[src/design/tcr_pkg.sv]
// ----------------------------------------------------------------------------
// tcr_pkg
// Shared types and constants of the text console renderer.
// ----------------------------------------------------------------------------
package tcr_pkg;

	localparam int ADDR_W      = 20;
	localparam int CODE_W      = 8;
	localparam int LINE_W      = 4;
	localparam int GLYPH_WIDTH = 8;
	localparam int STORE_DEPTH = 1 << (CODE_W + LINE_W);

	localparam logic [CODE_W-1:0] CODE_BS = 8'd8;
	localparam logic [CODE_W-1:0] CODE_NL = 8'd10;
	localparam logic [CODE_W-1:0] CODE_FF = 8'd12;

	localparam logic KIND_PRINT = 1'b0;
	localparam logic KIND_LOAD  = 1'b1;

	typedef enum logic [1:0] {
		CMD_PAINT  = 2'd0,
		CMD_SCROLL = 2'd1,
		CMD_CLEAR  = 2'd2
	} cmd_t;

	// work handed from the cursor unit to the row sequencer
	typedef struct packed {
		logic              paint;
		logic              blank;
		logic              extra;
		cmd_t              extra_cmd;
		logic [CODE_W-1:0] code;
		logic [ADDR_W-1:0] addr;
	} job_t;

endpackage

[src/design/tcr_cursor.sv]
// ----------------------------------------------------------------------------
// tcr_cursor
// Text cursor: column, row, row base and pixel address. Works out the paint
// cell and follow-up command of each printed code.
// ----------------------------------------------------------------------------
module tcr_cursor #(
	parameter int SCREEN_PIXELS_WIDE = 1280,
	parameter int SCREEN_PIXELS_HIGH = 720,
	parameter int GLYPH_HEIGHT       = 16
) (
	input  logic                        clk,
	input  logic                        arst_n,
	input  logic                        take,
	input  logic [tcr_pkg::CODE_W-1:0]  code,
	output tcr_pkg::job_t               job
);

	localparam int A         = tcr_pkg::ADDR_W;
	localparam int TEXT_COLS = SCREEN_PIXELS_WIDE / tcr_pkg::GLYPH_WIDTH;
	localparam int TEXT_ROWS = SCREEN_PIXELS_HIGH / GLYPH_HEIGHT;
	localparam int COL_W     = $clog2(TEXT_COLS);
	localparam int ROW_W     = $clog2(TEXT_ROWS);
	localparam logic [COL_W-1:0] LAST_COL = COL_W'(TEXT_COLS - 1);
	localparam logic [ROW_W-1:0] LAST_ROW = ROW_W'(TEXT_ROWS - 1);
	localparam logic [A-1:0] ROW_STRIDE =
		A'((SCREEN_PIXELS_WIDE * GLYPH_HEIGHT) % (1 << A));
	localparam logic [A-1:0] LAST_BASE =
		A'(((TEXT_ROWS - 1) * SCREEN_PIXELS_WIDE * GLYPH_HEIGHT) % (1 << A));
	localparam logic [A-1:0] LAST_COL_OFF =
		A'(((TEXT_COLS - 1) * tcr_pkg::GLYPH_WIDTH) % (1 << A));
	localparam logic [A-1:0] CELL_STEP = A'(tcr_pkg::GLYPH_WIDTH);

	logic [COL_W-1:0] col_q, col_d;
	logic [ROW_W-1:0] row_q, row_d, nl_row;
	logic [A-1:0]     base_q, base_d, nl_base;
	logic [A-1:0]     addr_q, addr_d;
	logic             nl_scroll;

	always_comb begin
		if (row_q == LAST_ROW) begin
			nl_row    = row_q;
			nl_base   = LAST_BASE;
			nl_scroll = 1'b1;
		end else begin
			nl_row    = row_q + 1'b1;
			nl_base   = base_q + ROW_STRIDE;
			nl_scroll = 1'b0;
		end

		col_d  = col_q;
		row_d  = row_q;
		base_d = base_q;
		addr_d = addr_q;

		job.paint     = 1'b0;
		job.blank     = 1'b0;
		job.extra     = 1'b0;
		job.extra_cmd = tcr_pkg::CMD_SCROLL;
		job.code      = code;
		job.addr      = addr_q;

		case (code)
			tcr_pkg::CODE_BS: begin
				if (col_q == '0 && row_q == '0) begin
					job.addr = addr_q;
				end else if (col_q == '0) begin
					col_d  = LAST_COL;
					row_d  = row_q - 1'b1;
					base_d = base_q - ROW_STRIDE;
					addr_d = base_q - ROW_STRIDE + LAST_COL_OFF;
				end else begin
					col_d  = col_q - 1'b1;
					addr_d = addr_q - CELL_STEP;
				end
				job.paint = 1'b1;
				job.blank = 1'b1;
				job.addr  = addr_d;
			end
			tcr_pkg::CODE_NL: begin
				col_d     = '0;
				row_d     = nl_row;
				base_d    = nl_base;
				addr_d    = nl_base;
				job.extra = nl_scroll;
			end
			tcr_pkg::CODE_FF: begin
				col_d         = '0;
				row_d         = '0;
				base_d        = '0;
				addr_d        = '0;
				job.extra     = 1'b1;
				job.extra_cmd = tcr_pkg::CMD_CLEAR;
			end
			default: begin
				job.paint = 1'b1;
				if (col_q == LAST_COL) begin
					col_d     = '0;
					row_d     = nl_row;
					base_d    = nl_base;
					addr_d    = nl_base;
					job.extra = nl_scroll;
				end else begin
					col_d  = col_q + 1'b1;
					addr_d = addr_q + CELL_STEP;
				end
			end
		endcase
	end

	always_ff @(posedge clk or negedge arst_n) begin
		if (!arst_n) begin
			col_q  <= '0;
			row_q  <= '0;
			base_q <= '0;
			addr_q <= '0;
		end else if (take) begin
			col_q  <= col_d;
			row_q  <= row_d;
			base_q <= base_d;
			addr_q <= addr_d;
		end
	end

endmodule

[config.mk]
export PLATFORM = sky130hd
export DESIGN_NAME = tcr_cursor
export DESIGN_NICKNAME = d
export VERILOG_FILES = /design/src/design/tcr_pkg.sv /design/src/design/tcr_cursor.sv
export SDC_FILE = /design/constraint.sdc
export NUM_CORES = 1
export LEC_CHECK = 0
export ABC_AREA = 1
export BUFFER_PORTS_ARGS = -buffer_cell sky130_fd_sc_hd__clkbuf_2
export CORE_ASPECT_RATIO = 0.5
export CORE_MARGIN = 1.5
export CORE_UTILIZATION = 55
export DETAILED_ROUTE_END_ITERATION = 8
export HOLD_SLACK_MARGIN = 0.12
export PLACE_DENSITY = 0.74
export SYNTH_ARGS = -nofsm -noshare
export SYNTH_HDL_FRONTEND = slang
export SYNTH_SLANG_ARGS = --single-unit
[constraint.sdc]
create_clock -name clk -period 2.4 [get_ports clk]
set_input_delay 0.24 -clock clk [delete_from_list [all_inputs] [get_ports clk]]
set_output_delay 0.24 -clock clk [all_outputs]
set_load 0.005 [all_outputs]
# Word level (Yosys, flattened, before mapping)
# Index checks and enable logic that the tools add are counted.
dict set report totals {
  wordCells 52
  out_inout_bits 33
  reg_bits 54
  in_bits 11
}
dict set report op_classes {
  mux 25
  n_eq_ne 7
  n_addsub 9
  n_reduce_logical 7
}
# op n
set op_table {}
lappend op_table {{20-bit 2-to-1 mux} 8}
lappend op_table {{20-bit one-hot mux with 3 select lines} 2}
lappend op_table {{8-bit by 4-bit == test with 1-bit output, second input constant} 3}
lappend op_table {{6-bit 2-to-1 mux} 4}
lappend op_table {{8-bit 2-to-1 mux} 3}
lappend op_table {{20-bit by 11-bit adder with 20-bit output, second input constant} 1}
lappend op_table {{20-bit by 15-bit adder with 20-bit output, second input constant} 1}
lappend op_table {{20-bit by 4-bit adder with 20-bit output, second input constant} 1}
lappend op_table {{20-bit by 15-bit subtractor with 20-bit output, second input constant} 1}
lappend op_table {{20-bit by 4-bit subtractor with 20-bit output, second input constant} 1}
lappend op_table {{6-bit one-hot mux with 3 select lines} 1}
lappend op_table {{8-bit one-hot mux with 2 select lines} 1}
lappend op_table {{8-bit by 1-bit adder with 8-bit output, second input constant} 1}
lappend op_table {{8-bit == test, second input constant} 1}
lappend op_table {{8-bit logical NOT} 1}
lappend op_table {{8-bit by 1-bit subtractor with 8-bit output, second input constant} 1}
lappend op_table {{6-bit by 1-bit adder with 6-bit output, second input constant} 1}
lappend op_table {{6-bit == test, second input constant} 1}
lappend op_table {{6-bit logical NOT} 1}
lappend op_table {{6-bit by 1-bit subtractor with 6-bit output, second input constant} 1}
lappend op_table {{1-bit 2-to-1 mux} 4}
lappend op_table {{2-bit inequality test, second input constant} 2}
lappend op_table {{4-bit AND reduction} 1}
lappend op_table {{4-bit nonzero test} 1}
lappend op_table {{5 further kinds} 5}

# Longest topological paths before layout
# Gate-level depths: netlist (run 1).
dict set report logic_depth {
  word_depth 5
  ltp_mapped 15
  ltp_nobuf 15
}

# Worst setup path before layout (run 1)
# OpenSTA, ideal clock, no wires.
dict set report synth_timing {
  kind {input -> register}
  from {input code[4] (netlist bit)}
  to {register row_q[5]}
  required_ps 2272
  stages 14
  slack_ps 87
  setup_time_ps 128
  arrival_ps 2185
  path_buffers 1
  path_cell_list {nor2_1 -> nand4_2 -> nor2_2 -> nand2_2 -> inv_1 -> buf_4 -> ha_1 -> a21oi_1 -> nand2_1 -> nand2_1 -> nand2_1 -> a21oi_1 -> xor2_1 -> o22ai_1}
}
dict set report synth_between {
  elab_chain_len 3
  elab_cells_between_ends 8
  cone_classes {eq/ne: 5; mux: 1; reduce/logical: 2}
}
# item line
set synth_rtl {}
lappend synth_rtl {{start: declaration} tcr_cursor.sv:14} ;# input logic [tcr_pkg::CODE_W-1:0] code,
lappend synth_rtl {{8-bit by 4-bit == test with 1-bit output} tcr_cursor.sv:62} ;# case (code)
lappend synth_rtl {{4-bit nonzero test (no source line) / 2-bit inequality test (equally long branches)} n/a}
lappend synth_rtl {{4-bit AND reduction (no source line)} n/a}
lappend synth_rtl {{end signal: assignment} tcr_cursor.sv:118} ;# row_q <= row_d;
lappend synth_rtl {{end: declaration} tcr_cursor.sv:34} ;# logic [ROW_W-1:0] row_q, row_d, nl_row;
# Parallel ways exist; a longest one is shown, timed or not.
# A chain may end at the register's enable or synchronous reset.

==> flow_summary.toml, run 1 <==
[clocking]
clk-insertion-delay-late_ns = 0.30
cts_buffers = 5
cts_sinks = 54
cts-root-buf = "clkbuf_16"
cts_tree = "built"
path_clk_slew_ns = 0.07
cts_htree_levels = 2
clockBufferDepth = 2

[final_layout]
nets = 887
syn_to_final_growth_pct = 16.3
finish.instance_area_mm2 = 0.00597
drive_gt1_frac = 0.193
multiInputGateArea_mm2 = 0.00334
nFillCells = 778
seq_area_mm2 = 0.00135
antenna_cells = 0

[grt]
met1_usage = 0.474
antenna_found_initial = 0
grt_pass1_wl_um = 25600
grt_max_degree = 21
grt_usage = 0.327
grt.overflow.total = 0
top_usage_layer = "met2"
use_met3 = 0.0695
grt_pass1_vias = 5132
grt_use_met2 = 0.505

[yosys]
synth_compound_area_frac = 0.180
synthTopCellsByCount = "nand2_1 (185), inv_1 (111), nor2_1 (85)"
synth.most_common_cell = "nand2_1"
synth-simple-area-share = 0.349
synth.distinct_cells = 43
syn_avg_cell_area_um2 = 6.38
syn_nets = 828
ys_ff_latch = 54
synth-edff-count = 0
syn_inst = 804
synthAdderAreaFrac = 0.0332
synth_top_area_cell = "dfrtp_1"
synth_top_family_by_area = "simple AND/OR/NAND/NOR gates"
synth_top_area_share = 0.263
yosys_most_used_dff = "dfrtp_1"
synth-seq-area-share = 0.263
synthMuxAreaShare = 0
netlist_area_mm2 = 0.00513
synth_area_leaders = "dfrtp_1 (26%), nand2_1 (14%), inv_1 (8.1%)"
synth-xor-area-share = 0.0529
async_flop_share = 1.00
ys_warn_count = 0

[floorplanning]
core_area_mm2 = 0.00889
dieWidth_um = 140
ios = 44
die_h_um = 71.3
floorplan.initialDensity = 0.577
die-area_mm2 = 0.00996
rows = 24

[drt]
ant_nets = 0
drc = 3
drt-wirelength-per-cell_um = 16.3
dr.pass1.iters = 8
drt-total-wl_um = 15900
via_count = 5717
vias_per_cell = 5.83
drtIter0Drc = 644

[power]
p_sw_mw = 2.10
clockPowerShare = 0.180
power.leakage_nw = 2.94
ir_drop_mv = 0.357
power_frac_comb = 0.497
swShare = 0.461
power_density_mw_per_mm2 = 762
seqPwrFrac = 0.323
p_int_mw = 2.45

[critical_path]
cp-start-kind = "flop"
cpPeakStageDelay_ns = 0.43
cp_data_arrival_time_ns = 2.10
crit_cells = 9
path_class = "flop to primary output"
crit_fanout = 11
endpoint_kind = "primary output"
reg2regPathDepth = 11
critPathSlowestCell = "dfrtp_1"
worstPathRequired_ns = 2.16
path_delay_family = "compound AO/OA/AOI/OAI gates"
path_cells = "inv_2, ha_4, nand3_4, nor3_4, buf_4, o211ai_1, a21oi_1, o21bai_1, clkbuf_2"
worst-path-buf-inv = 3

[timing]
finalCriticalPeriod_ns = 2.34
setup_tns_ns = 0
rsz0062_at_grt = "true"
maxSlewHeadroom = 0.557
skew_ns = 0.00397
drv_slew = 0
setup_viol = 0
fin_crit_sh = 0.977
fmax_mhz = 426
tightest_slew_ns = 0.662
final_hold_viol_count = 0

[worst_hold_path]
hold_path.class = "flop to flop"
hold_depth = 2

[run_status]
failed_checks = "design-rule violations"
status = "finished, violations left"

[placement]
numPortBuffers = 43
dp_hpwl_um = 12100
dpl_cell_area_mm2 = 0.00558
gp_congestion = 0.968

[run]
drv_cap = 0
[routing by layer]
layer	up-vias	part of all wire
li1	2741	-
met5	-	0
met3	40	0.10
met2	300	0.43
met1	2636	0.45
met4	0	0.016
[area by class of cell]
type,instances,area share
clock buffers,7,0.0256
multi-input cells,601,0.560
clock inverters,1,0.00147
flip-flops and latches,54,0.226
repair buffers,83,0.0880
inverters,118,0.0746
well taps,117,0.0245
[logic make-up (layout without fill, tap and decap cells)]
family / Yosys count / in the layout
AO/OA/AOI/OAI: 157 / 157
adder cells (fa/ha/maj): 13 / 13
AND/OR/NAND/NOR: 400 / 400
buffers and inverters: 149 / 209
XOR/XNOR: 31 / 31
flip-flops: 54 / 54
[worst paths after layout]
check                            endpoint       from  slack (ns)
min in group asynchronous       base_q[1]     arst_n        0.50
worst max-delay path               job[6]   col_q[0]        0.06
worst max register to register   row_q[2]   col_q[0]        0.13
max in group asynchronous       addr_q[7]     arst_n        1.21
worst min register to register  base_q[3]  base_q[3]        0.47
worst min-delay path            base_q[3]  base_q[3]        0.47
[power by group through the flow]
| stage | logic, mW | clock network, mW | registers [mW] |
|---|---|---|---|
| floorplan | 1.64 | 0 | 1.31 |
| global placement | 1.98 | 0 | 1.46 |
| detailed placement | 2.02 | 0 | 1.46 |
| CTS | 2.07 | 0.817 | 1.45 |
| global route | 2.54 | 0.862 | 1.51 |
| finish | 2.26 | 0.817 | 1.47 |
[through the flow]
| step | hold slack (ns) | std cells | power (mW) | setup slack (ns) | util |
|---|---|---|---|---|---|
| after floorplan | -0.0556 | 804 | 2.94 | 0.0866 | - |
| after CTS | 0.461 | 977 | 4.33 | -0.00103 | 0.651 |
| final | 0.468 | 981 | 4.55 | 0.0550 | 0.672 |
| after detailed placement | 0.246 | 968 | 3.49 | 0.0842 | 0.627 |
| after global routing | 0.504 | 981 | 4.91 | -0.0655 | 0.672 |
| after global placement | 0.252 | 968 | 3.44 | 0.189 | 0.627 |
[registers in the layout, indices dropped and copies added (netlist names)]
signal  count
col_q       8
addr_q     20
base_q     20
row_q       6
[layout by cell type, fill, tap and decap left out, types with 3 or more instances in the layout]
cell         n
a31oi_1      5
xnor2_1      5
nand3_2      7
dfrtp_1     54
clkbuf_16    5
nand3_1     71
nand2_2     14
o21ai_0     54
a211oi_1     4
nor2_2       9
o21ai_2      8
clkbuf_2    43
a22oi_1      4
inv_1      104
nor2_4       9
ha_1         8
o211ai_1    12
nand4_1     13
a21oi_1     38
nor2_1      75
xor2_1      25
nand3b_1     3
nand2_1    176
buf_4       37
nor3_1      12
o22ai_1     14
o21ai_1      9
inv_2       10
clkinv_1     3
[worst min-delay path: stages, from the launching register on]
cell	delay (ns)
dfrtp_1	0.35
nand2_1	0.05
inv_1	0.04
[timing repair]
item	CTS	global route
hold endpoints to repair	16	0
hold buffers	1	0
gates resized for setup	17	50
gates cloned	0	0
pin swaps	3	11
buffers inserted	0	4
setup endpoints to repair	13	28
(Power assumes the default switching activity.)
==> run 2, diff against run 1 <==
--- a/config.mk
+++ b/config.mk
@@ -10,9 +10,11 @@
 export CORE_ASPECT_RATIO = 0.5
 export CORE_MARGIN = 1.5
 export CORE_UTILIZATION = 55
+export CTS_CLUSTER_DIAMETER = 30
 export DETAILED_ROUTE_END_ITERATION = 8
 export HOLD_SLACK_MARGIN = 0.12
 export PLACE_DENSITY = 0.74
+export RECOVER_POWER = 25
 export SYNTH_ARGS = -nofsm -noshare
 export SYNTH_HDL_FRONTEND = slang
 export SYNTH_SLANG_ARGS = --single-unit
==> run 2 against run 1 <==
The flow still finishes with violations (design-rule violations). First-iteration DRC count increased by 2.0%. Combinational power about the same. Clock skew decreased by 0.00079 ns. Non-clock buffer count unchanged.
==> flow_summary.toml, run 2 (synthesized netlist as in run 1, its figures left out) <==
[run_status]
status = "finished, violations left"
failed_checks = "design-rule violations"

[critical_path]
worst_path_most_repeated_cell = "nand2_1"
critPathSlowestCell = "dfrtp_1"
path_class = "flop to primary output"
cp_data_arrival_time_ns = 2.10
path_cells = "buf_4, nor2_2, nand3_1, nor2_1, nand4_1, nand2_1, nand3_1, nand2_1, inv_1, nand2_1, o21ai_1, clkbuf_2"
crit_fanout = 5
cp-start-kind = "flop"
worstPathRequired_ns = 2.16
cpPeakStageDelay_ns = 0.43
r2r_slack_ns = 0.14
endpoint_kind = "primary output"

[placement]
gp_congestion = 0.968
numPortBuffers = 43
placedCellCount = 968
dp_hpwl_um = 12100
pre_cts_ws_ns = 0.0842

[drt]
drt-total-wl_um = 15900
drt-wirelength-per-cell_um = 16.2
ant_nets = 0
dr.pass1.iters = 7
drtIter0Drc = 657
vias_per_cell = 5.83
via_count = 5723
drc = 3

[worst_hold_path]
hold_path.class = "flop to flop"

[clocking]
clockBufferDepth = 2
clk-insertion-delay-late_ns = 0.30
path_clk_slew_ns = 0.07
cts_htree_levels = 2
cts_buffers = 5
cts_sinks = 54
cts_tree = "built"
cts-root-buf = "clkbuf_16"

[grt]
grt_pass1_vias = 5132
grt_usage = 0.327
antenna_found_initial = 0
grt_pass1_wl_um = 25600
grt_max_degree = 21
grt.overflow.total = 0

[floorplanning]
die-area_mm2 = 0.00996
rows = 24
die_h_um = 71.3
dieWidth_um = 140
core_area_mm2 = 0.00889
floorplan.initialDensity = 0.577
ios = 44

[timing]
maxSlewHeadroom = 0.193
setup_viol = 0
fin_crit_sh = 0.974
rsz0062_at_grt = "true"
skew_ns = 0.00318
hold_ws_ns = 0.468
finalWorstSetupSlack_ns = 0.0632
drv_slew = 0
fmax_mhz = 428
tightest_slew_ns = 1.21
finalCriticalPeriod_ns = 2.34
final_hold_viol_count = 0

[final_layout]
drive_gt1_frac = 0.182
nets = 887
final_common_cell = "nand2_1"
syn_to_final_growth_pct = 16.0
antenna_cells = 0
largestRegisters = "addr_q (20), base_q (20), col_q (8)"
nFillCells = 788
multiInputGateArea_mm2 = 0.00334
fin_cells = 981
layout_common_cells = "nand2_1 (176), inv_1 (104), nor2_1 (75), nand3_1 (71)"
seq_area_mm2 = 0.00135

[run]
drv_cap = 0

[power]
ir_drop_mv = 0.356
power.leakage_nw = 2.91
power_density_mw_per_mm2 = 763
run 2: area by class of cell:
type | count | area share
multi-input combinational | 601 | 0.561
sequential | 54 | 0.227
timing repair buffer | 83 | 0.0853
inverter | 118 | 0.0748
clock buffer | 7 | 0.0256
tap | 117 | 0.0246
clock inverter | 1 | 0.00147
run 2: what timing repair did:
item | 4_1_cts | 5_1_grt
pin swaps | 3 | 11
hold buffers | 1 | 0
endpoints found under the setup margin | 13 | 28
buffers inserted | 0 | 4
resized for setup | 17 | 50
gates cloned | 0 | 0
hold endpoints to repair | 16 | 0
run 2: through the flow:
stage               total power [mW]  setup TNS, ns  utilization  instance area, um2
global placement                3.44              0        0.627                5580
detailed placement              3.49              0        0.627                5580
finish                          4.54              0        0.670                5950
CTS                             4.33       -0.00173        0.651                5790
global route                    4.91         -0.765        0.670                5950
floorplan                       2.94              0            -                5130
run 2: where the power goes:
group	switching, mW	total, mW	internal, mW
Sequential	0.352	1.47	1.12
Combinational	1.37	2.26	0.882
Clock	0.365	0.813	0.448
run 2: routing by layer:
metal,vias up,global-route usage,wire [um]
li1,2738,-,-
met1,2651,0.474,7220
met2,304,0.505,6790
met3,30,0.0695,1710
met4,0,0.0725,205
met5,-,0,0
run 2: worst max-delay path, delay by kind of cell (launching register included):
kind | cells | cell delay, ns
buf+inv | 3 | 0.33
compound gates | 1 | 0.07
simple gates | 8 | 0.97
flops | 1 | 0.43
run 2: worst paths after layout:
check | cells after the start | endpoint | startpoint
worst max-delay path | 12 | job[18] | addr_q[4]
worst min-delay path | 2 | base_q[3] | base_q[3]
worst max register to register | 12 | addr_q[10] | col_q[0]
worst min register to register | 2 | base_q[3] | base_q[3]
max in group asynchronous | 3 | base_q[18] | arst_n
min in group asynchronous | 2 | base_q[1] | arst_n
==> run 3, diff against run 2 <==
--- a/config.mk
+++ b/config.mk
@@ -7,13 +7,16 @@
 export LEC_CHECK = 0
 export ABC_AREA = 1
 export BUFFER_PORTS_ARGS = -buffer_cell sky130_fd_sc_hd__clkbuf_2
+export CELL_PAD_IN_SITES_DETAIL_PLACEMENT = 0
+export CELL_PAD_IN_SITES_GLOBAL_PLACEMENT = 1
 export CORE_ASPECT_RATIO = 0.5
 export CORE_MARGIN = 1.5
-export CORE_UTILIZATION = 55
+export CORE_UTILIZATION = 43
+export CTS_BUF_LIST = sky130_fd_sc_hd__clkbuf_16
 export CTS_CLUSTER_DIAMETER = 30
 export DETAILED_ROUTE_END_ITERATION = 8
 export HOLD_SLACK_MARGIN = 0.12
-export PLACE_DENSITY = 0.74
+export PLACE_DENSITY_LB_ADDON = 0.1
 export RECOVER_POWER = 25
 export SYNTH_ARGS = -nofsm -noshare
 export SYNTH_HDL_FRONTEND = slang
==> run 3 against run 2 <==
The run ends with max-capacitance violations left. Power increased by 3.6%. Wire length is 11% higher. Combinational power increased by 8%. Cell count grew 6.2%. Worst setup slack worse by 0.056 ns. Non-clock buffer count grew 18. Sequential cell count is the same. Cell area grew 5.5%. Sequential share of layout area down 1.1 points. Core utilization is 11 points lower. Critical endpoint is now job[11]. Highest routed layer unchanged.
==> flow_summary.toml, run 3 (synthesized netlist as in run 1, its figures left out) <==
[clocking]
cts_htree_levels = 2
cts_sinks = 54
clk-insertion-delay-late_ns = 0.31
cts_tree = "built"
path_clk_slew_ns = 0.08
cts-root-buf = "clkbuf_16"
cts_buffers = 5
cts_hold_buf = 0
clockBufferDepth = 2

[grt]
grt_usage = 0.282
grt_pass1_vias = 4941
grt.overflow.total = 0
antenna_found_initial = 0
grt_max_degree = 55
grt_pass1_wl_um = 27000

[final_layout]
syn_to_final_growth_pct = 22.4
nets = 906
layout_common_cells = "nand2_1 (174), inv_1 (104), nor2_1 (73), nand3_1 (62), dfrtp_1 (52)"
finish.instance_area_mm2 = 0.00628
nFillCells = 1197
fin_cells = 1042
drive_gt1_frac = 0.227
largestRegisters = "addr_q (20), base_q (20), col_q (8)"
antenna_cells = 0
final_common_cell = "nand2_1"

[worst_hold_path]
hold_path.class = "input pin to asynchronous set/reset pin"

[drt]
ant_nets = 0
drt-total-wl_um = 17600
via_count = 5721
drt-wirelength-per-cell_um = 16.9
drtIter0Drc = 447
dr.pass1.iters = 6
vias_per_cell = 5.49
drc = 0

[timing]
setup_viol = 0
finalWorstSetupSlack_ns = 0.00711
rsz0062_at_grt = "true"
maxSlewHeadroom = 0.00387
final_hold_viol_count = 0
fin_crit_sh = 0.997
hold_ws_ns = 0.369
finalCriticalPeriod_ns = 2.39
fmax_mhz = 418
tightest_slew_ns = 1.49
skew_ns = 0.00531
drv_slew = 0

[floorplanning]
dieWidth_um = 158
die-area_mm2 = 0.0126
rows = 27
floorplan.initialDensity = 0.454
core_area_mm2 = 0.0113
ios = 44
die_h_um = 80.3

[run_status]
failed_checks = "max-capacitance violations"
status = "finished, violations left"

[power]
p_sw_mw = 2.21
seqPwrFrac = 0.314
ir_drop_mv = 0.439
power_frac_comb = 0.519
swShare = 0.469
power.leakage_nw = 3.04
p_total_mw = 4.70
clockPowerShare = 0.167
power_density_mw_per_mm2 = 749
p_int_mw = 2.50

[run]
drv_cap = 1

[critical_path]
cp-start-kind = "flop"
endpoint_kind = "primary output"
path_class = "flop to primary output"
reg2regPathDepth = 13
crit_fanout = 6
worstPathRequired_ns = 2.16
cp_data_arrival_time_ns = 2.15

[placement]
pre_cts_ws_ns = 0.105
dp_hpwl_um = 12900
dpl_cell_area_mm2 = 0.00568
numPortBuffers = 43
placedCellCount = 1015
gp_congestion = 0.929
==> run 3: cell type report <==
cell class / instances / area (um2) / share of cell area
clock inverters: 3 / 20.0 / 0.00319
well taps: 159 / 199 / 0.0317
flip-flops and latches: 54 / 1350 / 0.215
repair buffers: 101 / 692 / 0.110
clock buffers: 5 / 125 / 0.0199
inverters: 118 / 443 / 0.0705
multi-input cells: 602 / 3450 / 0.549
==> run 3: layer usage <==
metal  GRT usage  vias up  routed length (um)
met3      0.0443       21                1240
met2       0.421      193                7450
li1            -     2786                   -
met5           0        -                   0
met4      0.0462        0                 188
met1       0.428     2721                8760
==> run 3: metrics by stage <==
| step | TNS, ns | utilization |
|---|---|---|
| floorplan | 0 | - |
| global placement | 0 | 0.502 |
| detailed placement | 0 | 0.502 |
| CTS | -0.0387 | 0.520 |
| global route | -0.296 | 0.555 |
| finish | 0 | 0.555 |
==> run 3: power groups by stage <==
stage | Sequential [mW] | Combinational [mW] | Clock [mW]
floorplan | 1.31 | 1.64 | 0
global placement | 1.48 | 2.02 | 0
detailed placement | 1.48 | 2.04 | 0
CTS | 1.46 | 2.10 | 0.800
global route | 1.52 | 2.74 | 0.833
finish | 1.48 | 2.44 | 0.787
==> run 3: timing repair <==
| action | 4_1_cts | 5_1_grt |
|---|---|---|
| resized for setup | 20 | 80 |
| setup endpoints to repair | 15 | 20 |
| cloned | 0 | 2 |
| pin swaps | 1 | 25 |
| endpoints found under the hold margin | 0 | 0 |
| buffers inserted | 1 | 16 |
==> run 3: critical path, cell delays in order (launching register included) <==
cell and delay, ns:
dfrtp_1 0.41, inv_2 0.10, ha_4 0.16, nand3_4 0.10
nor3_4 0.20, buf_6 0.15, buf_6 0.14, o21ai_2 0.06
a21oi_1 0.14, nor2_1 0.06, nand2_1 0.09, o21ai_1 0.10
buf_2 0.14
==> run 3: path summary, 6_finish.rpt <==
kind | from | endpoint | slack (ns)
max | col_q[1] | job[11] | 0.007
min | arst_n | row_q[3] | 0.37
max reg2reg | addr_q[3] | addr_q[17] | 0.19
min reg2reg | base_q[3] | base_q[3] | 0.48
max in group asynchronous | arst_n | addr_q[5] | 1.03
min in group clk | take | addr_q[12] | 0.43
