--- config.mk ---
export PLATFORM = sky130hd
export DESIGN_NAME = tcr_seq_flat
export DESIGN_NICKNAME = d
export VERILOG_FILES = /design/src/design/tcr_pkg.sv /design/src/design/tcr_if.sv /design/src/design/tcr_seq.sv /design/src/flat_wrapper.sv
export SDC_FILE = /design/constraint.sdc
export NUM_CORES = 1
export LEC_CHECK = 0
export BUFFER_PORTS_ARGS = -buffer_cell sky130_fd_sc_hd__buf_2
export CAP_MARGIN = 20
export CORE_UTILIZATION = 55
export CTS_BUF_LIST = sky130_fd_sc_hd__clkbuf_8
export CTS_CLUSTER_SIZE = 20
export DETAILED_ROUTE_END_ITERATION = 10
export GPL_TIMING_DRIVEN = 0
export PLACE_DENSITY = 0.92
export SETUP_SLACK_MARGIN = 0.5
export SLEW_MARGIN = 20
export SYNTH_ARGS = -nofsm -noshare
export SYNTH_HDL_FRONTEND = slang
export SYNTH_SLANG_ARGS = --single-unit
--- constraint.sdc ---
create_clock -name clk -period 5.4 [get_ports clk]
set_input_delay 1.62 -clock clk [delete_from_list [all_inputs] [get_ports clk]]
set_output_delay 1.62 -clock clk [all_outputs]
set_load 0.01 [all_outputs]
--- src/design/tcr_pkg.sv ---
// ----------------------------------------------------------------------------
// tcr_pkg
// Shared types and constants of the text console renderer.
// ----------------------------------------------------------------------------
package tcr_pkg;

	localparam int ADDR_W      = 20;
	localparam int CODE_W      = 8;
	localparam int LINE_W      = 4;
	localparam int GLYPH_WIDTH = 8;
	localparam int STORE_DEPTH = 1 << (CODE_W + LINE_W);

	localparam logic [CODE_W-1:0] CODE_BS = 8'd8;
	localparam logic [CODE_W-1:0] CODE_NL = 8'd10;
	localparam logic [CODE_W-1:0] CODE_FF = 8'd12;

	localparam logic KIND_PRINT = 1'b0;
	localparam logic KIND_LOAD  = 1'b1;

	typedef enum logic [1:0] {
		CMD_PAINT  = 2'd0,
		CMD_SCROLL = 2'd1,
		CMD_CLEAR  = 2'd2
	} cmd_t;

	// work handed from the cursor unit to the row sequencer
	typedef struct packed {
		logic              paint;
		logic              blank;
		logic              extra;
		cmd_t              extra_cmd;
		logic [CODE_W-1:0] code;
		logic [ADDR_W-1:0] addr;
	} job_t;

endpackage

--- src/design/tcr_if.sv ---


interface tcr_out_if;
	logic        valid;
	logic        ready;
	logic [1:0]  command;
	logic [19:0] pixel_address;
	logic [7:0]  row_bits;
	logic        last;

	modport source (output valid, command, pixel_address, row_bits, last, input ready);
	modport sink   (input valid, command, pixel_address, row_bits, last, output ready);
endinterface

--- src/design/tcr_seq.sv ---
// ----------------------------------------------------------------------------
// tcr_seq
// Row sequencer: steps through the glyph rows of a cell, reads the glyph
// store, and drives the command output through a read stage and an output
// register.
// ----------------------------------------------------------------------------
module tcr_seq #(
	parameter int SCREEN_PIXELS_WIDE = 1280,
	parameter int GLYPH_HEIGHT       = 16
) (
	input  logic                                        clk,
	input  logic                                        arst_n,
	input  logic                                        start,
	input  tcr_pkg::job_t                               job,
	output logic                                        seq_ready,
	output logic                                        rd_en,
	output logic [tcr_pkg::CODE_W+tcr_pkg::LINE_W-1:0]  rd_addr,
	input  logic [7:0]                                  rd_data,
	tcr_out_if.source                                   result
);

	localparam int A = tcr_pkg::ADDR_W;
	localparam logic [tcr_pkg::LINE_W-1:0] LAST_LINE = tcr_pkg::LINE_W'(GLYPH_HEIGHT - 1);
	localparam logic [A-1:0] LINE_STRIDE = A'(SCREEN_PIXELS_WIDE);

	logic                       paint_q, blank_q, extra_q;
	tcr_pkg::cmd_t              extra_cmd_q;
	logic [tcr_pkg::CODE_W-1:0] code_q;
	logic [tcr_pkg::LINE_W-1:0] cnt_q;
	logic [A-1:0]               addr_q;

	logic                       valid_s1, blank_s1, last_s1;
	tcr_pkg::cmd_t              cmd_s1;
	logic [A-1:0]               addr_s1;

	logic                       res_valid_q, res_last_q;
	logic [1:0]                 res_cmd_q;
	logic [A-1:0]               res_addr_q;
	logic [7:0]                 res_bits_q;

	logic active, take_s1, advance, issue, fin, end_line;

	assign active    = paint_q | extra_q;
	assign take_s1   = !res_valid_q || result.ready;
	assign advance   = !valid_s1 || take_s1;
	assign issue     = active && advance;
	assign end_line  = cnt_q == LAST_LINE;
	assign fin       = issue && ((paint_q && end_line && !extra_q) || (!paint_q && extra_q));
	assign seq_ready = !active || fin;

	assign rd_en   = issue && paint_q;
	assign rd_addr = {code_q, cnt_q};

	always_ff @(posedge clk or negedge arst_n) begin
		if (!arst_n) begin
			paint_q <= 1'b0;
			extra_q <= 1'b0;
		end else begin
			if (issue) begin
				if (paint_q) begin
					if (end_line) begin
						paint_q <= 1'b0;
					end
				end else begin
					extra_q <= 1'b0;
				end
			end
			if (start) begin
				paint_q <= job.paint;
				extra_q <= job.extra;
			end
		end
	end

	always_ff @(posedge clk) begin
		if (issue && paint_q) begin
			cnt_q  <= cnt_q + 1'b1;
			addr_q <= addr_q + LINE_STRIDE;
		end
		if (start) begin
			blank_q     <= job.blank;
			extra_cmd_q <= job.extra_cmd;
			code_q      <= job.code;
			cnt_q       <= '0;
			addr_q      <= job.addr;
		end
	end

	// read stage
	always_ff @(posedge clk or negedge arst_n) begin
		if (!arst_n) begin
			valid_s1 <= 1'b0;
		end else if (advance) begin
			valid_s1 <= issue;
		end
	end

	always_ff @(posedge clk) begin
		if (issue) begin
			if (paint_q) begin
				cmd_s1   <= tcr_pkg::CMD_PAINT;
				addr_s1  <= addr_q;
				blank_s1 <= blank_q;
				last_s1  <= end_line && !extra_q;
			end else begin
				cmd_s1   <= extra_cmd_q;
				addr_s1  <= '0;
				blank_s1 <= 1'b1;
				last_s1  <= 1'b1;
			end
		end
	end

	// output register
	always_ff @(posedge clk or negedge arst_n) begin
		if (!arst_n) begin
			res_valid_q <= 1'b0;
		end else if (take_s1) begin
			res_valid_q <= valid_s1;
		end
	end

	always_ff @(posedge clk) begin
		if (take_s1 && valid_s1) begin
			res_cmd_q  <= cmd_s1;
			res_addr_q <= addr_s1;
			res_bits_q <= blank_s1 ? 8'd0 : rd_data;
			res_last_q <= last_s1;
		end
	end

	assign result.valid         = res_valid_q;
	assign result.command       = res_cmd_q;
	assign result.pixel_address = res_addr_q;
	assign result.row_bits      = res_bits_q;
	assign result.last          = res_last_q;

endmodule

--- src/flat_wrapper.sv ---
// flat-port wrapper written by rule: the top's interface ports become plain ports
module tcr_seq_flat 
#(
	parameter int SCREEN_PIXELS_WIDE = 1280,
	parameter int GLYPH_HEIGHT       = 16
)
  (clk, arst_n, start, job, seq_ready, rd_en, rd_addr, rd_data, result_valid, result_command, result_pixel_address, result_row_bits, result_last, result_ready);
  tcr_out_if result_i ();
  input  logic clk;
  input  logic arst_n;
  input  logic start;
  input  tcr_pkg::job_t job;
  output logic seq_ready;
  output logic rd_en;
  output logic [tcr_pkg::CODE_W+tcr_pkg::LINE_W-1:0] rd_addr;
  input  logic [7:0] rd_data;
  output wire logic [$bits(result_i.valid)-1:0] result_valid;
  output wire logic [$bits(result_i.command)-1:0] result_command;
  output wire logic [$bits(result_i.pixel_address)-1:0] result_pixel_address;
  output wire logic [$bits(result_i.row_bits)-1:0] result_row_bits;
  output wire logic [$bits(result_i.last)-1:0] result_last;
  input wire logic [$bits(result_i.ready)-1:0] result_ready;
  assign result_valid = result_i.valid;
  assign result_command = result_i.command;
  assign result_pixel_address = result_i.pixel_address;
  assign result_row_bits = result_i.row_bits;
  assign result_last = result_i.last;
  assign result_i.ready = result_ready;
  tcr_seq #(.SCREEN_PIXELS_WIDE(SCREEN_PIXELS_WIDE), .GLYPH_HEIGHT(GLYPH_HEIGHT)) u_core (.clk(clk), .arst_n(arst_n), .start(start), .job(job), .seq_ready(seq_ready), .rd_en(rd_en), .rd_addr(rd_addr), .rd_data(rd_data), .result(result_i));
endmodule
# After elaboration in Yosys (flattened, before gate mapping)
# Cells that the tools add are included.
dict set report totals {
  ff_bits 94
  inputBits 45
  out_inout_bits 46
}
dict set report op_classes {
  add_sub_neg 2
  eq_ne 2
  mux 9
  bitwise 1
  reduce_logical 20
}
# op n
set ops {}
lappend ops {{$mux W20} 2}
lappend ops {{$add A20 B11 Y20 const B} 1}
lappend ops {{$logic_and A1 B1 Y1} 8}
lappend ops {{$mux W1} 7}
lappend ops {{$logic_not A1 Y1} 5}
lappend ops {{$add A4 B1 Y4 const B} 1}
lappend ops {{$eq A4 B4 Y1 const B} 1}
lappend ops {{$logic_or A1 B1 Y1} 4}
lappend ops {{$reduce_bool A2 Y1} 2}
lappend ops {{$ne A2 B2 Y1 const B} 1}
lappend ops {{$reduce_and A2 Y1} 1}
lappend ops {{$or A1 B1 Y1} 1}

# Longest topological paths before layout
# Gate-level depths: netlist (run 1).
dict set report depth {
  depth_word 7
  depth_mapped 5
  mapped_depth_nobuf 5
}

# Least setup slack after synthesis (run 1)
# OpenSTA, ideal clock, no wires.
dict set report synth_timing {
  path_kind {input to output}
  start {input result_ready}
  end {output seq_ready}
  arrival_time_ns 2.190
  t_required_ns 3.780
  path_slack_ns 1.590
  stages 4
  n_path_buf 0
  cell_sequence {nand2b_1 -> nor2_1 -> a21o_1 -> o31ai_1}
}
dict set report synth_via {
  elab_chain_cells 5
}
# element line_no
set synth_rtl {}
lappend synth_rtl {{from (decl)} flat_wrapper.sv:22} ;# input wire logic [$bits(result_i.ready)-1:0] result_ready;
lappend synth_rtl {{$logic_or A1 B1 Y1} tcr_seq.sv:44} ;# assign take_s1 = !res_valid_q || result.ready;
lappend synth_rtl {{$logic_or A1 B1 Y1} tcr_seq.sv:45} ;# assign advance = !valid_s1 || take_s1;
lappend synth_rtl {{$logic_and A1 B1 Y1} tcr_seq.sv:46} ;# assign issue = active && advance;
lappend synth_rtl {{$logic_and A1 B1 Y1} tcr_seq.sv:48} ;# assign fin = issue && ((paint_q && end_line && !extra_q) || (!paint_q && extra_q));
lappend synth_rtl {{$logic_or A1 B1 Y1} tcr_seq.sv:49} ;# assign seq_ready = !active || fin;
lappend synth_rtl {{to (decl)} flat_wrapper.sv:13} ;# output logic seq_ready;
# Every way passes these cells.

# Worst setup path in the final report (run 1)
# Same ends and word-level chain as after synthesis.

==> results of run 1 <==
-- worst min path at each step --
stage                                                           end  cells past startpoint
final                     u_core.result.pixel_address[11]$_DFFE_PP_                      0
after global routing      u_core.result.pixel_address[19]$_DFFE_PP_                      0
after CTS                 u_core.result.pixel_address[11]$_DFFE_PP_                      0
after detailed placement   u_core.result.pixel_address[3]$_DFFE_PP_                      0
after global placement           u_core.result.command[1]$_DFFE_PP_                      0
after floorplan                  u_core.result.command[0]$_DFFE_PP_                      0
-- logic make-up (layout without fill, tap and decap cells) --
kind of cell / Yosys count / count (layout) / share of synthesized area
multiplexers: 1 / 1 / 0.00318
flip-flops: 94 / 94 / 0.780
AND/OR/NAND/NOR: 80 / 80 / 0.123
AO/OA/AOI/OAI: 27 / 27 / 0.0442
buffers and inverters: 11 / 117 / 0.0127
adder cells (fa/ha/maj): 2 / 2 / 0.00706
XOR/XNOR: 12 / 12 / 0.0297
-- per-stage QoR --
step / area, sq um / hold slack, ns / utilization / power, W
3_5_place_dp: 4110 / 0.405 / 0.677 / 0.00114
3_3_place_gp: 4090 / 0.401 / 0.674 / 0.00112
4_1_cts: 4300 / 0.423 / 0.709 / 0.00159
5_1_grt: 4300 / 0.429 / 0.709 / 0.00164
6_report: 4300 / 0.422 / 0.709 / 0.00158
2_1_floorplan: 3540 / 0.400 / - / 0.00105
-- critical path, delay by kind of cell --
family | cells | cell delay, ns
simple gates | 2 | 0.45
compound gates | 2 | 0.22
buf+inv | 2 | 0.26
-- routing by layer --
| metal | track usage | vias up | wire length (microns) |
|---|---|---|---|
| met5 | 0 | - | 0 |
| met4 | 0.0930 | 0 | 118 |
| met3 | 0.0637 | 11 | 457 |
| met2 | 0.331 | 106 | 3220 |
| met1 | 0.246 | 1021 | 2550 |
| li1 | - | 1017 | - |
-- layout make-up --
cell class              instances  area, sq um
well taps                      75         93.8
multi-input cells             122          738
inverters                       2         7.51
repair buffers                 91          465
flip-flops and latches         94         2760
clock buffers                   9          124
fillers                       377         1760
clock inverters                 6         68.8
plain buffers                   9         37.5
-- registers in the layout (all words and copies together) (netlist names) --
register	flops
u_core.result.last	1
u_core.addr_q	20
u_core.blank_s1	1
u_core.cnt_q	4
u_core.result.row_bits	8
u_core.extra_cmd_q	2
u_core.blank_q	1
u_core.paint_q	1
u_core.cmd_s1	2
u_core.addr_s1	20
u_core.code_q	8
u_core.extra_q	1
u_core.result.pixel_address	20
u_core.valid_s1	1
u_core.result.command	2
u_core.result.valid	1
u_core.last_s1	1
-- placed cells by master, fill, tap and decap left out --
master and instances:
a21o_1 2, a21oi_1 2, a22oi_1 1, and2_1 28, and2_2 1, and3_1 1
and4_4 1, buf_2 93, buf_8 1, bufinv_16 1, clkbuf_1 6, clkbuf_8 9
clkinv_2 1, clkinv_4 1, clkinvlp_4 1, dfrtp_1 4, dfxtp_1 4, edfxtp_1 86
ha_1 2, inv_1 2, inv_6 2, mux2_2 1, nand2_1 17, nand2b_1 3
nand3_1 6, nand3b_1 1, nand4_1 3, nor2_1 7, nor2_2 1, nor2b_1 11
o2111ai_1 1, o211ai_1 2, o21a_1 1, o21ai_0 14, o21ai_1 3, o31ai_1 1
xnor2_1 1, xor2_1 11
-- report_power, final --
| group | internal (W) | switching, W |
|---|---|---|
| Clock | 0.000215 | 0.000241 |
| Combinational | 0.0000752 | 0.000110 |
| Sequential | 0.000902 | 0.0000375 |
| Total | 0.00119 | 0.000388 |
==> results.yml, run 1 <==
drt:
  drc: 0
  vias: 2155
  routed_via_density: 5.28
  routed_wl_microns: 6340
  routedWlPerCell_microns: 15.5
  firstDrtPassIters: 4
  drt_iter0_markers: 142
  ant_nets: 0
logic_synthesis:
  yosys-top-cells-area: "edfxtp_1 73%, and2_1 5.1%, dfrtp_1 2.8%, xor2_1 2.7%, dfxtp_1 2.3%"
  synth_cell_types: 29
  synth-edff-count: 86
  ys_seq_area_frac: 0.780
  synth_flop_cell: "edfxtp_1"
  synthCells: 227
  synth.top_cell.area_share: 0.729
  avgSynthCellArea_sq_um: 15.6
  yosysTopAreaCell: "edfxtp_1"
  synthArstFlopShare: 0.0426
  synth_fp_nets: 274
  synth_commonest_cells: "86 x edfxtp_1, 29 x and2_1, 17 x nand2_1, 14 x o21ai_0"
  synth_most_common_cell: "edfxtp_1"
  yosysWarnings: 0
  syn_area_sq_mm: 0.00354
  yosys_register_bits: 94
global_routing:
  grt_use_total: 0.202
  antenna_found_initial: 0
  grt_pass1_vias: 2042
  overflow: 0
  grt_max_degree: 32
  grt_pass1_wl_microns: 9590
power:
  cellPowerDensity_mw_per_mm2: 368
  irDropWorstVdd_mv: 0.223
  p_leak_nw: 1.71
clock_network:
  cts_resized: 0
  cts-root-buf: "clkbuf_8"
  ctsHoldBuffers: 0
  htree_levels: 3
  cts_setup_buffers: 0
  cts_tree: "done"
  ctsLongestPathBuffers: 2
  clock_sinks: 94
  clk_latency_ns: 0.36
  numCtsBuffers: 9
  clk_pin_slew_ns: 0.09
critical_path:
  rr_startpoint: "u_core.paint_q$_DFFE_PN0P_"
  slowest_stage: "nor2_1"
  worstPathArrival_ns: 2.54
  end_kind: "output pin"
  regToRegEndpoint: "u_core.addr_s1[6]$_SDFFCE_PN0P_"
  crit_type: "input pin to output pin"
  worstRegToRegCells: 4
  cp_max_fo: 5
  endpoint: "seq_ready"
  cp_cell_sequence: "buf_2, nand2b_1, nor2_1, a21o_1, o31ai_1, buf_2"
  critical_path.max_stage_delay_ns: 0.29
  critPathLaunchType: "input pin"
  cp.required_ns: 3.78
  crit_top_cell: "buf_2"
  reg2reg_slack_ns: 3.62
  worstSetupStartpoint: "result_ready"
sta:
  relSlewSlack: 0.535
  rsz0062_at_grt: "false"
  fmax_mhz: 240
  finalHoldViolCount: 0
  worst_slew_pin_slew_ns: 0.697
  post-route-period-util: 0.771
  layout_setup_ws_ns: 1.24
  setup_tns_ns: 0
  fin_skew_ns: 0.00871
  setup_viol: 0
  finalCriticalPeriod_ns: 4.16
  maxSlewViolCount: 0
die:
  die_x_microns: 82.3
  die_area_sq_mm: 0.00677
  die_y_microns: 82.3
  io_pins: 91
  start_util: 0.584
  coreArea_sq_mm: 0.00606
  rows: 28
worst_hold_path:
  hp-start: "u_core.addr_s1[11]$_SDFFCE_PN0P_"
  hold_path.class: "flop to flop"
place:
  post-dp-hpwl_microns: 4440
  dp_slack_ns: 1.24
  portBuffers: 90
  place_congestion: 0.813
  dp.cells: 393
layout:
  fin_cells: 408
  num_antenna_cells: 0
  drive_gt1_frac: 0.339
  layout.nets: 376
  synthToLayoutAreaGrowth_pct: 21.3
job:
  maxCapViolCount: 0
status:
  status: "completed"
(Power assumes the default switching activity.)
==> run 2: changes to the inputs <==
--- a/config.mk
+++ b/config.mk
@@ -7,12 +7,12 @@
 export LEC_CHECK = 0
 export BUFFER_PORTS_ARGS = -buffer_cell sky130_fd_sc_hd__buf_2
 export CAP_MARGIN = 20
-export CORE_UTILIZATION = 55
+export CORE_UTILIZATION = 49
 export CTS_BUF_LIST = sky130_fd_sc_hd__clkbuf_8
 export CTS_CLUSTER_SIZE = 20
 export DETAILED_ROUTE_END_ITERATION = 10
 export GPL_TIMING_DRIVEN = 0
-export PLACE_DENSITY = 0.92
+export PLACE_DENSITY = 0.88
 export SETUP_SLACK_MARGIN = 0.5
 export SLEW_MARGIN = 20
 export SYNTH_ARGS = -nofsm -noshare
==> constraint.sdc (replaced) <==
create_clock -name clk -period 3.4 [get_ports clk]
set_input_delay 1.02 -clock clk [delete_from_list [all_inputs] [get_ports clk]]
set_output_delay 1.02 -clock clk [all_outputs]
set_load 0.01 [all_outputs]
==> run 2 against run 1 <==
Power up 53%. Combinational power up 62%. Design area up 0.44%. Sequential cell count unchanged. Utilization down 8.4 points. Register-to-register slack worse by 2.1 ns. Sequential share of layout area down 0.28 points. Clock power up 38%.
==> results.yml, run 2 (synthesis gave the netlist of run 1 again) <==
layout:
  num_antenna_cells: 0
  synthToLayoutAreaGrowth_pct: 21.9
  most-common-layout-cells: "93 x buf_2, 86 x edfxtp_1, 28 x and2_1"
  layout.nets: 377
  drive_gt1_frac: 0.343
  final_common_cell: "buf_2"
global_routing:
  overflow: 0
  grt_use_total: 0.179
  antenna_found_initial: 0
  grt_pass1_wl_microns: 9810
  grt_pass1_vias: 2109
  grt_max_degree: 32
sta:
  setup_viol: 0
  post-route-period-util: 0.829
  fin_skew_ns: 0.00566
  worst_slew_pin_slew_ns: 0.741
  maxSlewViolCount: 0
  finalCriticalPeriod_ns: 2.82
  setup_tns_ns: 0
  finalHoldViolCount: 0
  rsz0062_at_grt: "false"
  relSlewSlack: 0.506
  fmax_mhz: 355
worst_hold_path:
  hold_path.class: "flop to flop"
clock_network:
  htree_levels: 3
  clk_latency_ns: 0.35
  cts_tree: "done"
  clock_sinks: 94
  ctsHoldBuffers: 0
  clk_pin_slew_ns: 0.08
  numCtsBuffers: 9
  ctsLongestPathBuffers: 2
  cts-root-buf: "clkbuf_8"
job:
  maxCapViolCount: 0
die:
  die_x_microns: 87.0
  io_pins: 91
  die_y_microns: 87.0
  die_area_sq_mm: 0.00757
  start_util: 0.513
  rows: 30
  coreArea_sq_mm: 0.00691
drt:
  firstDrtPassIters: 4
  routed_wl_microns: 6310
  ant_nets: 0
  routed_via_density: 4.91
  drc: 0
  routedWlPerCell_microns: 14.6
  drt_iter0_markers: 91
  vias: 2117
critical_path:
  cp_max_fo: 5
  reg2reg_slack_ns: 1.49
  crit_type: "input pin to output pin"
  end_kind: "output pin"
  worstPathArrival_ns: 1.80
  cp.required_ns: 2.38
  critPathLaunchType: "input pin"
place:
  post-dp-hpwl_microns: 4420
  portBuffers: 90
  place_congestion: 0.766
power:
  cellPowerDensity_mw_per_mm2: 560
  irDropWorstVdd_mv: 0.198
  total_power_w: 0.00242
  p_leak_nw: 1.72
status:
  status: "completed"
## run 2: cell type report
class,count,area [sq um]
Clock buffer,9,124
Clock inverter,7,42.5
Sequential cell,94,2760
Inverter,2,7.51
Timing Repair Buffer,92,469
Buffer,9,37.5
Tap cell,96,120
Multi-Input combinational cell,122,753
Fill cell,536,2590
## run 2: worst max-delay path: stages
cell and delay (ns):
buf_2 0.10, nand3b_1 0.27, nand2_1 0.22, inv_1 0.05
buf_2 0.13
## run 2: timing repair
item                                    in CTS  in global routing
cloned                                       0                  0
pin swaps                                    0                  1
setup buffers                                0                  1
hold endpoints to repair                     0                  0
endpoints found under the setup margin       1                  1
resized for setup                            2                  1
## run 2: where the power goes
part	switching, W	total, W	internal [W]
sequential	0.0000566	0.00149	0.00143
clock	0.000367	0.000628	0.000262
combinational	0.000178	0.000300	0.000121
## run 2: final timing paths
kind                                                start                                  to  cells after the start
min in group asynchronous                          arst_n     u_core.result.valid$_DFFE_PN0P_                      1
setup / recovery                             result_ready                               rd_en                      5
setup reg to reg               u_core.paint_q$_DFFE_PN0P_    u_core.addr_s1[18]$_SDFFCE_PN0P_                      4
hold reg to reg            u_core.cmd_s1[0]$_SDFFCE_PP0P_  u_core.result.command[0]$_DFFE_PP_                      0
hold / removal             u_core.cmd_s1[0]$_SDFFCE_PP0P_  u_core.result.command[0]$_DFFE_PP_                      0
max in group asynchronous                          arst_n          u_core.extra_q$_DFFE_PN0P_                      1
## run 2: per-layer routing
| layer | GRT usage | wire (microns) | vias up |
|---|---|---|---|
| li1 | - | - | 1023 |
| met1 | 0.201 | 2460 | 991 |
| met2 | 0.314 | 3330 | 82 |
| met3 | 0.0332 | 333 | 21 |
| met4 | 0.112 | 197 | 0 |
| met5 | 0 | 0 | - |
## run 2: stage by stage
stage / cell area, sq um / setup WS (ns) / util / instances / hold WS, ns
after global placement: 4110 / 0.244 / 0.595 / 413 / 0.401
after floorplan: 3540 / 0.738 / - / 227 / 0.400
after global routing: 4320 / 0.514 / 0.625 / 431 / 0.429
final: 4320 / 0.580 / 0.625 / 431 / 0.423
after detailed placement: 4130 / 0.400 / 0.598 / 414 / 0.405
after CTS: 4300 / 0.544 / 0.623 / 430 / 0.424
==> run 3: changes to the inputs <==
--- a/config.mk
+++ b/config.mk
@@ -7,12 +7,12 @@
 export LEC_CHECK = 0
 export BUFFER_PORTS_ARGS = -buffer_cell sky130_fd_sc_hd__buf_2
 export CAP_MARGIN = 20
-export CORE_UTILIZATION = 49
+export CORE_UTILIZATION = 54
 export CTS_BUF_LIST = sky130_fd_sc_hd__clkbuf_8
 export CTS_CLUSTER_SIZE = 20
 export DETAILED_ROUTE_END_ITERATION = 10
 export GPL_TIMING_DRIVEN = 0
-export PLACE_DENSITY = 0.88
+export PLACE_DENSITY = 0.91
 export SETUP_SLACK_MARGIN = 0.5
 export SLEW_MARGIN = 20
 export SYNTH_ARGS = -nofsm -noshare
==> constraint.sdc (replaced) <==
create_clock -name clk -period 3 [get_ports clk]
set_input_delay 0.9 -clock clk [delete_from_list [all_inputs] [get_ports clk]]
set_output_delay 0.9 -clock clk [all_outputs]
set_load 0.01 [all_outputs]
==> run 3 against run 2 <==
Die area shrank 9.0%. Clock power grew 41%. Power grew 21%. Largest power group unchanged. Sequential cell count is the same. Sequential share of layout area shrank 1.0 points. Via count grew 0.90%. Sequential power grew 13%. Combinational power grew 15%. Register-to-register slack lost 0.30 ns.
==> results.yml, run 3 (synthesis gave the netlist of run 1 again) <==
sta:
  post-route-period-util: 0.835
  finalCriticalPeriod_ns: 2.50
  setup_tns_ns: 0
  finalHoldViolCount: 0
  worst_slew_pin_slew_ns: 0.700
  rsz0062_at_grt: "true"
  setup_viol: 0
  relSlewSlack: 0.533
  fmax_mhz: 399
  fin_skew_ns: 0.00656
  maxSlewViolCount: 0
status:
  status: "completed"
drt:
  vias: 2136
  met3_length_microns: 346
  wl_met2_microns: 3170
  wl_met1_microns: 2600
  routedWlPerCell_microns: 14.8
  highest_layer: "met4"
  routed_via_density: 5.13
  drt_iter0_markers: 114
  routed_wl_microns: 6160
  drc: 0
  ant_nets: 0
  firstDrtPassIters: 4
critical_path:
  cp_max_fo: 4
  end_kind: "output pin"
  critPathLaunchType: "input pin"
  slowest_stage: "nand2b_4"
  cp_cell_sequence: "buf_6, nand2b_4, nor2_4, a21o_1, o31ai_2, buf_2"
  worstPathArrival_ns: 1.60
  crit_type: "input pin to output pin"
  critical_path.max_stage_delay_ns: 0.14
  cp.required_ns: 2.10
power:
  irDropWorstVdd_mv: 0.409
  p_leak_nw: 1.77
  cellPowerDensity_mw_per_mm2: 666
  p_seq_frac: 0.578
  p_clk_frac: 0.303
  intPower_w: 0.00224
  power_frac_comb: 0.118
  power.switching_w: 0.000686
  sw_frac_of_total: 0.235
place:
  place_congestion: 0.795
  portBuffers: 90
  post-dp-hpwl_microns: 4240
clock_network:
  cts-root-buf: "clkbuf_8"
  clock_sinks: 94
  ctsLongestPathBuffers: 2
  cts_tree: "done"
  numCtsBuffers: 9
  clk_pin_slew_ns: 0.09
  htree_levels: 3
  clk_latency_ns: 0.35
die:
  rows: 29
  io_pins: 91
  coreArea_sq_mm: 0.00635
  start_util: 0.558
  die_x_microns: 83.0
  die_area_sq_mm: 0.00689
  die_y_microns: 83.0
global_routing:
  grt_pass1_vias: 2025
  antenna_found_initial: 0
  grt_use_total: 0.189
  overflow: 0
  grt_pass1_wl_microns: 9880
  grt_max_degree: 32
layout:
  regArea_sq_mm: 0.00276
  layout.nets: 381
  synthToLayoutAreaGrowth_pct: 23.9
  final_common_cell: "buf_2"
  fillers: 440
  most-common-layout-cells: "92 x buf_2, 86 x edfxtp_1, 28 x and2_1"
  drive_gt1_frac: 0.357
  num_antenna_cells: 0
  final_util: 0.691
  multi_input_area_sq_um: 761
job:
  maxCapViolCount: 0
worst_hold_path:
  hold_path.class: "input pin to async pin"
==> run 3: layer usage <==
layer	vias up	GRT usage
met1	1007	0.245
met4	0	0.0674
met3	7	0.0457
met5	-	0
met2	88	0.313
li1	1034	-
==> run 3: critical path: cells and delay by family <==
kind,cells,cell delay (ns)
AND/OR/NAND/NOR,2,0.26
buffers and inverters,2,0.23
AO/OA/AOI/OAI,2,0.21
==> run 3: power groups by stage <==
stage          sequential, W  combinational (W)  clock (W)
6_report             0.00169           0.000346   0.000886
5_1_grt              0.00171           0.000382   0.000953
4_1_cts              0.00169           0.000348   0.000905
3_5_place_dp         0.00172           0.000333          0
3_3_place_gp         0.00171           0.000314          0
2_1_floorplan        0.00174           0.000150          0
==> run 3: final cells by class <==
| cell class | count | area share |
|---|---|---|
| Sequential cell | 94 | 0.630 |
| Multi-Input combinational cell | 122 | 0.173 |
| Timing Repair Buffer | 96 | 0.116 |
| Clock buffer | 9 | 0.0282 |
| Tap cell | 77 | 0.0220 |
| Clock inverter | 7 | 0.0205 |
| Buffer | 9 | 0.00855 |
| Inverter | 2 | 0.00171 |
==> run 3: path summary, 6_finish.rpt <==
kind | startpoint | endpoint | slack [ns] | cells past startpoint
max | result_ready | seq_ready | 0.50 | 6
min | arst_n | u_core.result.valid$_DFFE_PN0P_ | 0.34 | 1
max reg2reg | u_core.valid_s1$_DFFE_PN0N_ | u_core.addr_s1[2]$_SDFFCE_PN0P_ | 1.19 | 6
min reg2reg | u_core.last_s1$_SDFFCE_PN1P_ | u_core.result.last$_DFFE_PP_ | 0.42 | 0
max in group asynchronous | arst_n | u_core.valid_s1$_DFFE_PN0N_ | 2.53 | 1
min in group clk | u_core.last_s1$_SDFFCE_PN1P_ | u_core.result.last$_DFFE_PP_ | 0.42 | 0
==> run 3: metrics by stage <==
stage	worst slack [ns]	area [sq um]	power, W	cells	hold WS, ns
after floorplan	0.596	3540	0.00189	227	0.400
final	0.496	4390	0.00292	416	0.342
after global placement	0.310	4090	0.00202	394	0.401
after CTS	0.483	4370	0.00294	414	0.324
after global routing	0.472	4390	0.00304	416	0.318
after detailed placement	0.294	4110	0.00205	395	0.405
==> run 3: repair_timing <==
| action | in CTS | in global routing |
|---|---|---|
| pin swaps | 2 | 2 |
| hold buffers | 0 | 0 |
| gates resized for setup | 6 | 0 |
| setup endpoints to repair | 2 | 1 |
| buffers inserted | 3 | 2 |
| cloned | 0 | 0 |
